[config.mk]
export PLATFORM = sky130hd
export DESIGN_NAME = coding_generation_window_tracker_core
export DESIGN_NICKNAME = d
export VERILOG_FILES = /design/src/hw/rtl/cgwt_pkg.sv /design/src/hw/rtl/coding_generation_window_tracker_core.sv /design/src/hw/rtl/cgwt_slot_eval.sv
export SDC_FILE = /design/constraint.sdc
export NUM_CORES = 1
export LEC_CHECK = 0
export BUFFER_PORTS_ARGS = -buffer_cell sky130_fd_sc_hd__buf_2
export CAP_MARGIN = 20
export CORE_MARGIN = 1
export CORE_UTILIZATION = 40
export DETAILED_ROUTE_END_ITERATION = 6
export HOLD_SLACK_MARGIN = 0.06
export PLACE_DENSITY = 0.58
export SLEW_MARGIN = 0
export SYNTH_ARGS = -nofsm -noshare
export SYNTH_HDL_FRONTEND = slang
export SYNTH_SLANG_ARGS = --single-unit
export TNS_END_PERCENT = 50
[constraint.sdc]
create_clock -name aclk -period 6.7 [get_ports aclk]
set_clock_uncertainty 0.15 [all_clocks]
set_input_delay 0.67 -clock aclk [delete_from_list [all_inputs] [get_ports aclk]]
set_output_delay 0.67 -clock aclk [all_outputs]
set_load 0.02 [all_outputs]
[src/hw/rtl/cgwt_pkg.sv]
// Shared constants, codes and types for the coding generation window tracker.
`timescale 1ns / 1ps
`default_nettype none

package cgwt_pkg;

    // Window geometry
    localparam int NUM_GENERATIONS = 4;
    localparam int MAX_GEN_FRAMES  = 64;
    localparam int SLOT_W          = $clog2(NUM_GENERATIONS);
    localparam int POS_W           = $clog2(NUM_GENERATIONS + 1);

    // Field widths
    localparam int ACTION_W = 2;
    localparam int LEN_W    = 16;
    localparam int SEQ_W    = 16;
    localparam int FILL_W   = 7;
    localparam int RWS_W    = 5;
    localparam int STATUS_W = 2;
    localparam int PIVOT_W  = 6;
    localparam int ADV_W    = 5;

    // Stream and configuration port widths
    localparam int IN_TDATA_W  = 48;
    localparam int OUT_TDATA_W = 48;
    localparam int CFG_ADDR_W  = 1;
    localparam int CFG_DATA_W  = 16;

    // Configuration register indexes
    localparam logic [CFG_ADDR_W-1:0] REG_FRAMES_PER_GEN = 1'd0;
    localparam logic [CFG_ADDR_W-1:0] REG_MAX_FRAME_BYTES = 1'd1;

    // Action codes
    localparam logic [ACTION_W-1:0] ACT_ADD   = 2'd0;
    localparam logic [ACTION_W-1:0] ACT_ACK   = 2'd1;
    localparam logic [ACTION_W-1:0] ACT_ALIGN = 2'd2;

    // Status codes
    localparam logic [STATUS_W-1:0] ST_OK        = 2'd0;
    localparam logic [STATUS_W-1:0] ST_TOO_LARGE = 2'd1;
    localparam logic [STATUS_W-1:0] ST_UNAVAIL   = 2'd2;
    localparam logic [STATUS_W-1:0] ST_NO_OVERLAP = 2'd3;

    // Verdict on one slot against the current generation size
    typedef struct packed {
        logic              has_space;
        logic              complete;
        logic [FILL_W-1:0] forced_acked;
    } slot_eval_t;

endpackage

`default_nettype wire

[src/hw/rtl/coding_generation_window_tracker_core.sv]
// Top level of the coding generation window tracker (source side).
`timescale 1ns / 1ps
`default_nettype none

// The tracker keeps a ring of NUM_GENERATIONS generation slots with contiguous
// sequence numbers and handles one transaction at a time: add a frame, apply an
// acknowledgment entry, or align to the remote window id. Every input transaction
// yields exactly one result transaction. A single slot port with one evaluator
// steps through the ring one slot per cycle (search for space, forcing slots
// complete, recycling from the head), so a transaction's length depends on its work:
// an oversize frame or a plain ack only decodes, while an add with the window
// full scans, forces, advances and rescans. s_tready is high only while
// no transaction is in work and reset is released; a finished result waits in
// the output register and does not block the next input. Configuration writes
// are taken at any time but should be made while the block is idle.

module coding_generation_window_tracker_core (
    input  logic                             aclk,
    input  logic                             aresetn,
    // configuration write port
    input  logic                             cfg_wr_en,
    input  logic [cgwt_pkg::CFG_ADDR_W-1:0]  cfg_addr,
    input  logic [cgwt_pkg::CFG_DATA_W-1:0]  cfg_wr_data,
    // input stream
    input  logic                             s_tvalid,
    output logic                             s_tready,
    // frame_length[15:0], seq_in[31:16], ack_dimension[38:32],
    // remote_window_size[43:39], zero fill[47:44]
    input  logic [cgwt_pkg::IN_TDATA_W-1:0]  s_tdata,
    // action[1:0]
    input  logic [cgwt_pkg::ACTION_W-1:0]    s_tuser,
    // last_entry
    input  logic                             s_tlast,
    // result stream
    output logic                             m_tvalid,
    input  logic                             m_tready,
    // used_seq[15:0], used_pivot[21:16], window_base[37:22], advanced[42:38],
    // remote_done[43], zero fill[47:44]
    output logic [cgwt_pkg::OUT_TDATA_W-1:0] m_tdata,
    // status[1:0]
    output logic [cgwt_pkg::STATUS_W-1:0]    m_tuser
);
    import cgwt_pkg::*;

    localparam logic [2:0] S_IDLE   = 3'd0;
    localparam logic [2:0] S_DECODE = 3'd1;
    localparam logic [2:0] S_SCAN   = 3'd2;
    localparam logic [2:0] S_FORCE  = 3'd3;
    localparam logic [2:0] S_ADV    = 3'd4;
    localparam logic [2:0] S_OUT    = 3'd5;

    // Ring position k places after the head
    function automatic logic [SLOT_W-1:0] slot_at(input logic [SLOT_W-1:0] head,
                                                  input logic [SLOT_W-1:0] k);
        logic [SLOT_W:0] sum;
        sum = {1'b0, head} + {1'b0, k};
        if (sum >= (SLOT_W + 1)'(NUM_GENERATIONS)) begin
            sum = sum - (SLOT_W + 1)'(NUM_GENERATIONS);
        end
        return sum[SLOT_W-1:0];
    endfunction

    // Configuration registers
    logic [FILL_W-1:0]   frames_per_gen_reg;
    logic [LEN_W-1:0]    max_frame_bytes_reg;

    // Window state
    logic [SEQ_W-1:0]    base_reg, base_next;
    logic [SLOT_W-1:0]   head_reg, head_next;
    logic [FILL_W-1:0]   fill_reg  [NUM_GENERATIONS];
    logic [FILL_W-1:0]   fill_next [NUM_GENERATIONS];
    logic [FILL_W-1:0]   acked_reg  [NUM_GENERATIONS];
    logic [FILL_W-1:0]   acked_next [NUM_GENERATIONS];

    // Sequencer
    logic [2:0]          state_reg, state_next;
    logic [POS_W-1:0]    pos_reg, pos_next;
    logic [POS_W-1:0]    limit_reg, limit_next;
    logic [POS_W-1:0]    adv_cnt_reg, adv_cnt_next;
    logic                retry_reg, retry_next;

    // Latched transaction
    logic [ACTION_W-1:0] action_reg;
    logic [LEN_W-1:0]    flen_reg;
    logic [SEQ_W-1:0]    seq_reg;
    logic [FILL_W-1:0]   dim_reg;
    logic                last_reg;
    logic [RWS_W-1:0]    rws_reg;

    // Result under construction
    logic [STATUS_W-1:0] status_reg, status_next;
    logic [SEQ_W-1:0]    used_seq_reg, used_seq_next;
    logic [PIVOT_W-1:0]  pivot_reg, pivot_next;
    logic                done_reg, done_next;

    // Output register
    logic                m_tvalid_reg, m_tvalid_next;
    logic [OUT_TDATA_W-1:0] m_tdata_reg;
    logic [STATUS_W-1:0] m_tuser_reg;
    logic                out_load;

    // Shared slot port
    logic [FILL_W-1:0]   gen_size;
    logic [SEQ_W-1:0]    dist_fwd;
    logic [SEQ_W-1:0]    dist_back;
    logic [SEQ_W-1:0]    dist_min;
    logic [SLOT_W-1:0]   slot_idx;
    logic [FILL_W-1:0]   slot_fill;
    logic [FILL_W-1:0]   slot_acked;
    logic [FILL_W-1:0]   fill_inc;
    logic [FILL_W-1:0]   ack_max;
    slot_eval_t          slot_ev;

    // Clamp the generation size to its legal range
    always_comb begin
        if (frames_per_gen_reg == '0) begin
            gen_size = FILL_W'(1);
        end else if (32'(frames_per_gen_reg) > MAX_GEN_FRAMES) begin
            gen_size = FILL_W'(MAX_GEN_FRAMES);
        end else begin
            gen_size = frames_per_gen_reg;
        end
    end

    // Circular distances between the latched sequence number and the base
    assign dist_fwd  = seq_reg - base_reg;
    assign dist_back = base_reg - seq_reg;
    assign dist_min  = (dist_fwd < dist_back) ? dist_fwd : dist_back;

    // Select the one slot the sequencer works on this cycle
    always_comb begin
        case (state_reg)
            S_DECODE: slot_idx = slot_at(head_reg, dist_fwd[SLOT_W-1:0]);
            S_SCAN,
            S_FORCE:  slot_idx = slot_at(head_reg, pos_reg[SLOT_W-1:0]);
            default:  slot_idx = head_reg;
        endcase
    end

    assign slot_fill  = fill_reg[slot_idx];
    assign slot_acked = acked_reg[slot_idx];
    assign fill_inc   = slot_fill + FILL_W'(1);
    assign ack_max    = (dim_reg > slot_acked) ? dim_reg : slot_acked;

    cgwt_slot_eval u_slot_eval (
        .fill     (slot_fill),
        .acked    (slot_acked),
        .gen_size (gen_size),
        .eval_o   (slot_ev)
    );

    assign s_tready = aresetn && (state_reg == S_IDLE);
    assign out_load = (state_reg == S_OUT) && (!m_tvalid_reg || m_tready);

    // Sequencer and window update
    always_comb begin
        state_next    = state_reg;
        pos_next      = pos_reg;
        limit_next    = limit_reg;
        adv_cnt_next  = adv_cnt_reg;
        retry_next    = retry_reg;
        base_next     = base_reg;
        head_next     = head_reg;
        fill_next     = fill_reg;
        acked_next    = acked_reg;
        status_next   = status_reg;
        used_seq_next = used_seq_reg;
        pivot_next    = pivot_reg;
        done_next     = done_reg;
        m_tvalid_next = m_tvalid_reg && !m_tready;

        case (state_reg)
            S_IDLE: begin
                if (s_tvalid) begin
                    status_next   = ST_OK;
                    used_seq_next = '0;
                    pivot_next    = '0;
                    done_next     = 1'b0;
                    adv_cnt_next  = '0;
                    retry_next    = 1'b0;
                    pos_next      = '0;
                    state_next    = S_DECODE;
                end
            end

            S_DECODE: begin
                case (action_reg)
                    ACT_ADD: begin
                        // drop oversize frames, else search for space
                        if (flen_reg > max_frame_bytes_reg) begin
                            status_next = ST_TOO_LARGE;
                            state_next  = S_OUT;
                        end else begin
                            state_next = S_SCAN;
                        end
                    end
                    ACT_ACK: begin
                        // raise the acknowledged dimension of a slot in the window
                        if (dist_fwd < SEQ_W'(NUM_GENERATIONS)) begin
                            acked_next[slot_idx] = ack_max;
                            used_seq_next        = seq_reg;
                            done_next            = (ack_max >= slot_fill);
                        end else begin
                            status_next = ST_UNAVAIL;
                        end
                        state_next = last_reg ? S_ADV : S_OUT;
                    end
                    ACT_ALIGN: begin
                        // force the slots between the head and the remote window id complete
                        state_next = S_OUT;
                        if (dist_min != '0) begin
                            if (dist_min >= SEQ_W'(rws_reg)) begin
                                status_next = ST_NO_OVERLAP;
                            end else if (dist_fwd < SEQ_W'(NUM_GENERATIONS)) begin
                                limit_next = dist_fwd[POS_W-1:0];
                                state_next = S_FORCE;
                            end
                        end
                    end
                    default: begin
                        state_next = S_OUT;
                    end
                endcase
            end

            S_SCAN: begin
                // place the frame in the first slot with space
                if (slot_ev.has_space) begin
                    fill_next[slot_idx] = fill_inc;
                    pivot_next          = slot_fill[PIVOT_W-1:0];
                    used_seq_next       = base_reg + SEQ_W'(pos_reg);
                    done_next           = (slot_acked >= fill_inc);
                    state_next          = S_OUT;
                end else if (pos_reg == POS_W'(NUM_GENERATIONS - 1)) begin
                    if (retry_reg) begin
                        status_next = ST_UNAVAIL;
                        state_next  = S_OUT;
                    end else begin
                        // window full: force the head complete and advance
                        pos_next   = '0;
                        limit_next = POS_W'(1);
                        state_next = S_FORCE;
                    end
                end else begin
                    pos_next = pos_reg + POS_W'(1);
                end
            end

            S_FORCE: begin
                fill_next[slot_idx]  = gen_size;
                acked_next[slot_idx] = slot_ev.forced_acked;
                if (pos_reg + POS_W'(1) == limit_reg) begin
                    state_next = S_ADV;
                end else begin
                    pos_next = pos_reg + POS_W'(1);
                end
            end

            S_ADV: begin
                // recycle complete slots from the head
                if ((adv_cnt_reg < POS_W'(NUM_GENERATIONS)) && slot_ev.complete) begin
                    fill_next[slot_idx]  = '0;
                    acked_next[slot_idx] = '0;
                    head_next            = slot_at(head_reg, SLOT_W'(1));
                    base_next            = base_reg + SEQ_W'(1);
                    adv_cnt_next         = adv_cnt_reg + POS_W'(1);
                end else if (action_reg == ACT_ADD) begin
                    retry_next = 1'b1;
                    pos_next   = '0;
                    state_next = S_SCAN;
                end else begin
                    state_next = S_OUT;
                end
            end

            S_OUT: begin
                if (out_load) begin
                    m_tvalid_next = 1'b1;
                    state_next    = S_IDLE;
                end
            end

            default: begin
                state_next = S_IDLE;
            end
        endcase
    end

    // Control state, window state and configuration
    always_ff @(posedge aclk) begin
        if (!aresetn) begin
            state_reg           <= S_IDLE;
            m_tvalid_reg        <= 1'b0;
            base_reg            <= '0;
            head_reg            <= '0;
            pos_reg             <= '0;
            limit_reg           <= '0;
            adv_cnt_reg         <= '0;
            retry_reg           <= 1'b0;
            frames_per_gen_reg  <= FILL_W'(16);
            max_frame_bytes_reg <= LEN_W'(1500);
            for (int i = 0; i < NUM_GENERATIONS; i++) begin
                fill_reg[i]  <= '0;
                acked_reg[i] <= '0;
            end
        end else begin
            state_reg    <= state_next;
            m_tvalid_reg <= m_tvalid_next;
            base_reg     <= base_next;
            head_reg     <= head_next;
            pos_reg      <= pos_next;
            limit_reg    <= limit_next;
            adv_cnt_reg  <= adv_cnt_next;
            retry_reg    <= retry_next;
            fill_reg     <= fill_next;
            acked_reg    <= acked_next;
            if (cfg_wr_en) begin
                case (cfg_addr)
                    REG_FRAMES_PER_GEN:  frames_per_gen_reg  <= cfg_wr_data[FILL_W-1:0];
                    REG_MAX_FRAME_BYTES: max_frame_bytes_reg <= cfg_wr_data[LEN_W-1:0];
                    default: ;
                endcase
            end
        end
    end

    // Latch the accepted transaction and the result payload
    always_ff @(posedge aclk) begin
        if (s_tvalid && s_tready) begin
            action_reg <= s_tuser;
            flen_reg   <= s_tdata[15:0];
            seq_reg    <= s_tdata[31:16];
            dim_reg    <= s_tdata[38:32];
            last_reg   <= s_tlast;
            rws_reg    <= s_tdata[43:39];
        end
        status_reg   <= status_next;
        used_seq_reg <= used_seq_next;
        pivot_reg    <= pivot_next;
        done_reg     <= done_next;
        if (out_load) begin
            m_tuser_reg <= status_reg;
            m_tdata_reg <= {4'b0, done_reg, ADV_W'(adv_cnt_reg), base_reg,
                            pivot_reg, used_seq_reg};
        end
    end

    assign m_tvalid = m_tvalid_reg;
    assign m_tdata  = m_tdata_reg;
    assign m_tuser  = m_tuser_reg;

endmodule

`default_nettype wire

[src/hw/rtl/cgwt_slot_eval.sv]
// Slot evaluator: fullness, completeness and forced-complete value of one slot.
`timescale 1ns / 1ps
`default_nettype none

module cgwt_slot_eval (
    input  logic [cgwt_pkg::FILL_W-1:0] fill,
    input  logic [cgwt_pkg::FILL_W-1:0] acked,
    input  logic [cgwt_pkg::FILL_W-1:0] gen_size,
    output cgwt_pkg::slot_eval_t        eval_o
);
    import cgwt_pkg::*;

    // Compare the slot against the generation size
    always_comb begin
        eval_o.has_space    = (fill < gen_size);
        eval_o.complete     = (fill >= gen_size) && (acked >= gen_size);
        eval_o.forced_acked = (acked < gen_size) ? gen_size : acked;
    end

endmodule

`default_nettype wire
* Word-level counts from Yosys, hierarchy flattened
Index checks and enable logic that the tools add are counted.
** Operators by class
- $add $sub $neg :: 13
- Order comparisons :: 18
- Equal/unequal tests :: 33
- Mux-type cells :: 89
- Bitwise logic cells :: 5
- Reduce and logical (&&, ||, !) cells :: 35
** Operator list (count)
- $pmux 28 s3 :: 2
- $mux 28 :: 5
- $bwmux 28 :: 4
- $mux 3 :: 27
- $mux 16 :: 5
- $mux 7 :: 9
- $and 28x28->28 :: 2
- $pmux 16 s3 :: 1
- $ne 2x2->1 const B :: 16
- $sub 16x16->16 :: 2
- $bmux 7 s2 :: 2
- $ge 7x7->1 :: 4
- $not 28->28 :: 1
- $mux 2 :: 11
- $ne 3x3->1 const B :: 6
- $pmux 3 s6 :: 1
- $add 16x1->16 const B :: 1
- $add 16x3->16 :: 1
- $ge 16x5->1 :: 1
- $gt 16x16->1 :: 1
- $lt 16x16->1 :: 1
- $lt 16x3->1 const B :: 1
- $reduce_bool 16->1 :: 1
- $demux 7 s2 :: 1
- 48 further kinds :: 87
** Storage, ports and cells
- Register bits after elaboration :: 227
- Input port bits :: 73
- Word-level logic and storage cells :: 223

* Logic depth before layout (Yosys ltp)
- Depth in word-level cells :: 15
- Mapped depth :: 29
- Gate-level depth less buffers :: 26

* Cells and area by module
From an unflattened synthesis, not the netlist that was laid out.
** Unflattened totals
- Cell total of the unflattened synthesis :: 1482
- Area total of the unflattened synthesis :: 13865.8 um2
** By module, submodules not included
- coding_generation_window_tracker_core :: times used 1, cells each 1430, area an instance 13430.4 um2
- cgwt_slot_eval :: times used 1, cells each 52, area an instance 435.4 um2

* Worst setup path after synthesis
OpenSTA, ideal clock, no wires.
- Path kind :: register to register
- Start point :: register base_reg[1]
- End point :: register done_reg, data pin
- Arrival :: 5281 ps
- Data required time :: 6279 ps
- Path slack :: 998 ps
- Stages on the path, launching flop included :: 25
- Path buffers :: 2
- Period minus slack after synthesis :: 5702 ps
- Path through :: dfxtp_1 > inv_1 > fa_1 > xnor2_1 > o22ai_1 > xor2_1 > buf_4 > buf_4 > mux2i_1 > inv_1 > ha_1 > a21o_1 > a21oi_1 > nor2b_1 > o31ai_1 > mux2_2 > ha_1 > a21o_1 > a21o_1 > a21oi_1 > nor2b_1 > o21ai_0 > nand2b_1 > a21oi_1 > o22ai_1
** On the way
- Longest elaborated chain between the ends :: 15
** Ends and longest elaborated chain
- from (decl) :: line coding_generation_window_tracker_core.sv:68 : logic [SEQ_W-1:0] base_reg, base_next;
- from (signal assigned) :: line coding_generation_window_tracker_core.sv:309 : base_reg <= base_next;
- $sub 16x16->16 (*) :: line coding_generation_window_tracker_core.sv:126 : assign dist_fwd = seq_reg - base_reg;
- $add 2x2->3 (*) :: line coding_generation_window_tracker_core.sv:56 : sum = {1'b0, head} + {1'b0, k};
- $ge 3x3->1 / $sub 2x1->2 (equally long branches) :: line coding_generation_window_tracker_core.sv:57, coding_generation_window_tracker_core.sv:58
- $mux 2 (*) :: line coding_generation_window_tracker_core.sv:57 : if (sum >= (SLOT_W + 1)'(NUM_GENERATIONS)) begin
- $pmux 2 s2 (*) :: line coding_generation_window_tracker_core.sv:132 : case (state_reg)
- $not 2->3 (not written as such) (*) :: line coding_generation_window_tracker_core.sv:140, coding_generation_window_tracker_core.sv:141
- $bmux 7 s2 :: line coding_generation_window_tracker_core.sv:141 : assign slot_acked = acked_reg[slot_idx];
- $mux 7 (not written as such) (2 in series) :: line coding_generation_window_tracker_core.sv:141
- $gt 7x7->1 :: line coding_generation_window_tracker_core.sv:143 : assign ack_max = (dim_reg > slot_acked) ? dim_reg : slot_acked;
- $mux 7 :: line coding_generation_window_tracker_core.sv:143
- $ge 7x7->1 :: line coding_generation_window_tracker_core.sv:202 : done_next = (ack_max >= slot_fill);
- $mux 1 :: line coding_generation_window_tracker_core.sv:199 : if (dist_fwd < SEQ_W'(NUM_GENERATIONS)) begin
- $mux 1 :: line coding_generation_window_tracker_core.sv:187 : case (action_reg)
- $pmux 1 s3 (*) :: line coding_generation_window_tracker_core.sv:172 : case (state_reg)
- via done_next :: line coding_generation_window_tracker_core.sv:94 : logic done_reg, done_next;
- to (signal assigned) :: line coding_generation_window_tracker_core.sv:340 : done_reg <= done_next;
- to (decl) :: line coding_generation_window_tracker_core.sv:94
Mark *: on every way through the listed nets, which the timed path passes. The rest lies on a longest branch. The select of a mux whose other input is x is not followed.
A chain may end at the register's enable or synchronous reset.

* Worst setup path in the final report
Same ends and word-level chain as after synthesis.

==> results.toml <==
[cts]
clkSinkCount = 227
clk_pin_slew_ns = 0.06
cts_buffer_depth = 3
clkLatencyLatePin_ns = 0.55
cts_tree = "built"
cts_setup_buffers = 0
cts-root-buf = "clkbuf_16"
cts-htree-levels = 1
cts_made_buffers = 27
cts_resized = 0
hold_buffers = 0

[grt]
grt_pass1_wl_um = 54850
grt_pass1_vias = 9994
overflow = 0
antenna_found_initial = 0
grt_max_degree = 75
gr-usage-all-layers = 0.2042

[synth]
synthesis.area_um2 = 13530
synth_ff_type = "edfxtp_1"
synth_seq_area_share = 0.4218
synth-seq-cells = 227
synth_edf_count = 116
synthArstFlopShare = 0
synthDistinctLibCells = 83
yosys_warnings = 0
synth_area_per_cell_um2 = 9.969
syn_inst = 1357

[die]
num_io_pins = 125
core-area_um2 = 32870
die_w_um = 185.9
rows = 66
start_util = 0.4116
dieHeight_um = 185.9
dieArea_um2 = 34560

[setup_path]
r2r_slack_ns = 0.62
cp_max_fo = 11
ff2ff_path_depth = 24
r2r_end = "done_reg$_DFFE_PP_"
crit_required_ns = 6.82
cp-start-kind = "register"
reg2reg_from = "base_reg[1]$_SDFFE_PN0P_"
crit_type = "register to register"
end_kind = "register"
arrival_ns = 6.20

[sta]
tightest_slew_ns = 0.9147
setup_tns_ns = 0
whs_ns = 0.1439
setup_viol = 0
rsz0062_at_grt = "no"
min_period_ns = 6.085
finalMaxSlewViolations = 0
finalHoldViolCount = 0
fin_crit_sh = 0.9081
fmax_mhz = 164.4
setup_slack_ns = 0.6155
slew_headroom = 0.3879

[finish]
final_util = 0.4734
postLayoutCellArea_um2 = 15560
final_nets = 1675
final_cell_mix = "edfxtp_1, ha_1, buf_2"
final_layout_size_suffix_gt1_frac = 0.1555
fin_cells = 1948
layout_commonest_cell = "edfxtp_1"
fill_cells = 3142
syn_to_final_growth_pct = 15.02

[worst_hold_path]
worstHoldStart = "s_tdata[10]"
hold_path.class = "input port to register"
min_path_cells = 1
whs_endpoint = "flen_reg[10]$_DFFE_PP_"

[placement]
dpl_cell_area_um2 = 14690
place_ws_ns = 0.6684
gp_congestion = 0.9170
hpwl_um = 25810
io_buffers = 114
dpl.cell_count = 1897

[outcome]
run_status = "completed"

[drt]
ant_nets = 0
wl_um = 34740
via_per_inst = 5.388
drt-wirelength-per-cell_um = 17.83
drt-initial-drc-count = 683
post-route-drc-count = 0
vias = 10500
dr.pass1.iters = 5

[job]
drv_cap = 0

[pwr]
peakVddDrop_uv = 190.7
cellPowerDensity_nw_per_um2 = 234.0
power.total_mw = 3.642
p_leak_nw = 6.371
[final cells by class]
| cell class | instances | area, um2 | area share |
|---|---|---|---|
| multi-input combinational | 978 | 7208 | 0.4633 |
| sequential | 227 | 5705 | 0.3667 |
| timing repair buffer | 152 | 855.8 | 0.05500 |
| clock buffer | 33 | 698.2 | 0.04487 |
| tap | 442 | 553.0 | 0.03554 |
| inverter | 98 | 367.9 | 0.02364 |
| clock inverter | 17 | 168.9 | 0.01086 |
| antenna | 1 | 2.502 | 0.0001608 |
[critical path, stage by stage, from the launching register on]
cell	delay [ns]
dfxtp_1	0.47
inv_1	0.21
fa_1	0.71
xnor2_1	0.11
o22ai_1	0.22
xor2_2	0.74
mux2i_1	0.28
buf_4	0.16
inv_1	0.05
ha_1	0.29
a21o_1	0.16
a21oi_1	0.14
nor2b_1	0.07
o31ai_1	0.23
buf_4	0.21
mux2_2	0.35
ha_1	0.27
a21o_1	0.15
a21o_1	0.16
a21oi_1	0.15
nor2b_1	0.06
o21ai_0	0.15
nand2b_1	0.07
a21oi_1	0.15
o22ai_1	0.09
[synth_stat cells, types with 16 or more instances]
| cell type | n | share of area |
|---|---|---|
| dfxtp_1 | 111 | 0.16 |
| nor3_1 | 23 | 0.0085 |
| a21oi_1 | 89 | 0.033 |
| edfxtp_1 | 116 | 0.26 |
| nor2_1 | 59 | 0.016 |
| o211ai_1 | 17 | 0.0094 |
| nand2_1 | 107 | 0.030 |
| mux2i_1 | 69 | 0.051 |
| nand3_1 | 21 | 0.0078 |
| a21boi_0 | 16 | 0.0089 |
| clkbuf_1 | 34 | 0.0094 |
| nand4_1 | 25 | 0.012 |
| inv_1 | 95 | 0.026 |
| and2_1 | 27 | 0.012 |
| o22ai_1 | 16 | 0.0074 |
| o21ai_0 | 64 | 0.024 |
| nor2b_1 | 55 | 0.025 |
| xnor2_1 | 46 | 0.030 |
| ha_1 | 115 | 0.11 |
| a21o_1 | 34 | 0.019 |
[report_power, final]
group          total (mW)  leakage (nW)  internal [mW]  switching (mW)
combinational       0.632          3.98          0.243           0.389
clock                1.43         0.425          0.856           0.576
sequential           1.58          1.96           1.54          0.0327
[worst max path at each step]
stage	startpoint	to	slack, ns	cells past startpoint
floorplan	base_reg[1]$_SDFFE_PN0P_	done_reg$_DFFE_PP_	1.0	24
global placement	base_reg[1]$_SDFFE_PN0P_	done_reg$_DFFE_PP_	0.64	24
detailed placement	base_reg[1]$_SDFFE_PN0P_	done_reg$_DFFE_PP_	0.67	24
CTS	base_reg[1]$_SDFFE_PN0P_	done_reg$_DFFE_PP_	0.59	24
global route	base_reg[8]$_SDFFE_PN0P_	limit_reg[2]$_SDFFE_PN0P_	0.09	25
finish	base_reg[1]$_SDFFE_PN0P_	done_reg$_DFFE_PP_	0.62	24
[cell families (layout without fill, tap and decap cells)]
family          after synthesis  in the layout  share of synthesized area
fa+ha+maj                   118            118                     0.1108
xor+xnor                     59             59                    0.03820
buf+inv                     157            300                    0.04930
flops                       227            227                     0.4218
compound gates              336            336                     0.1708
other cells                   1              7                  0.0002772
simple gates                379            379                     0.1453
mux                          80             80                    0.06354
[routing by layer]
layer | vias up | part of all wire | global-route usage
li1 | 5183 | - | -
met1 | 4959 | 0.48 | 0.2923
met2 | 310 | 0.45 | 0.3236
met3 | 43 | 0.052 | 0.02524
met4 | 0 | 0.021 | 0.05311
met5 | - | 0 | 0
Note: power is estimated with default switching activity, not from simulation.
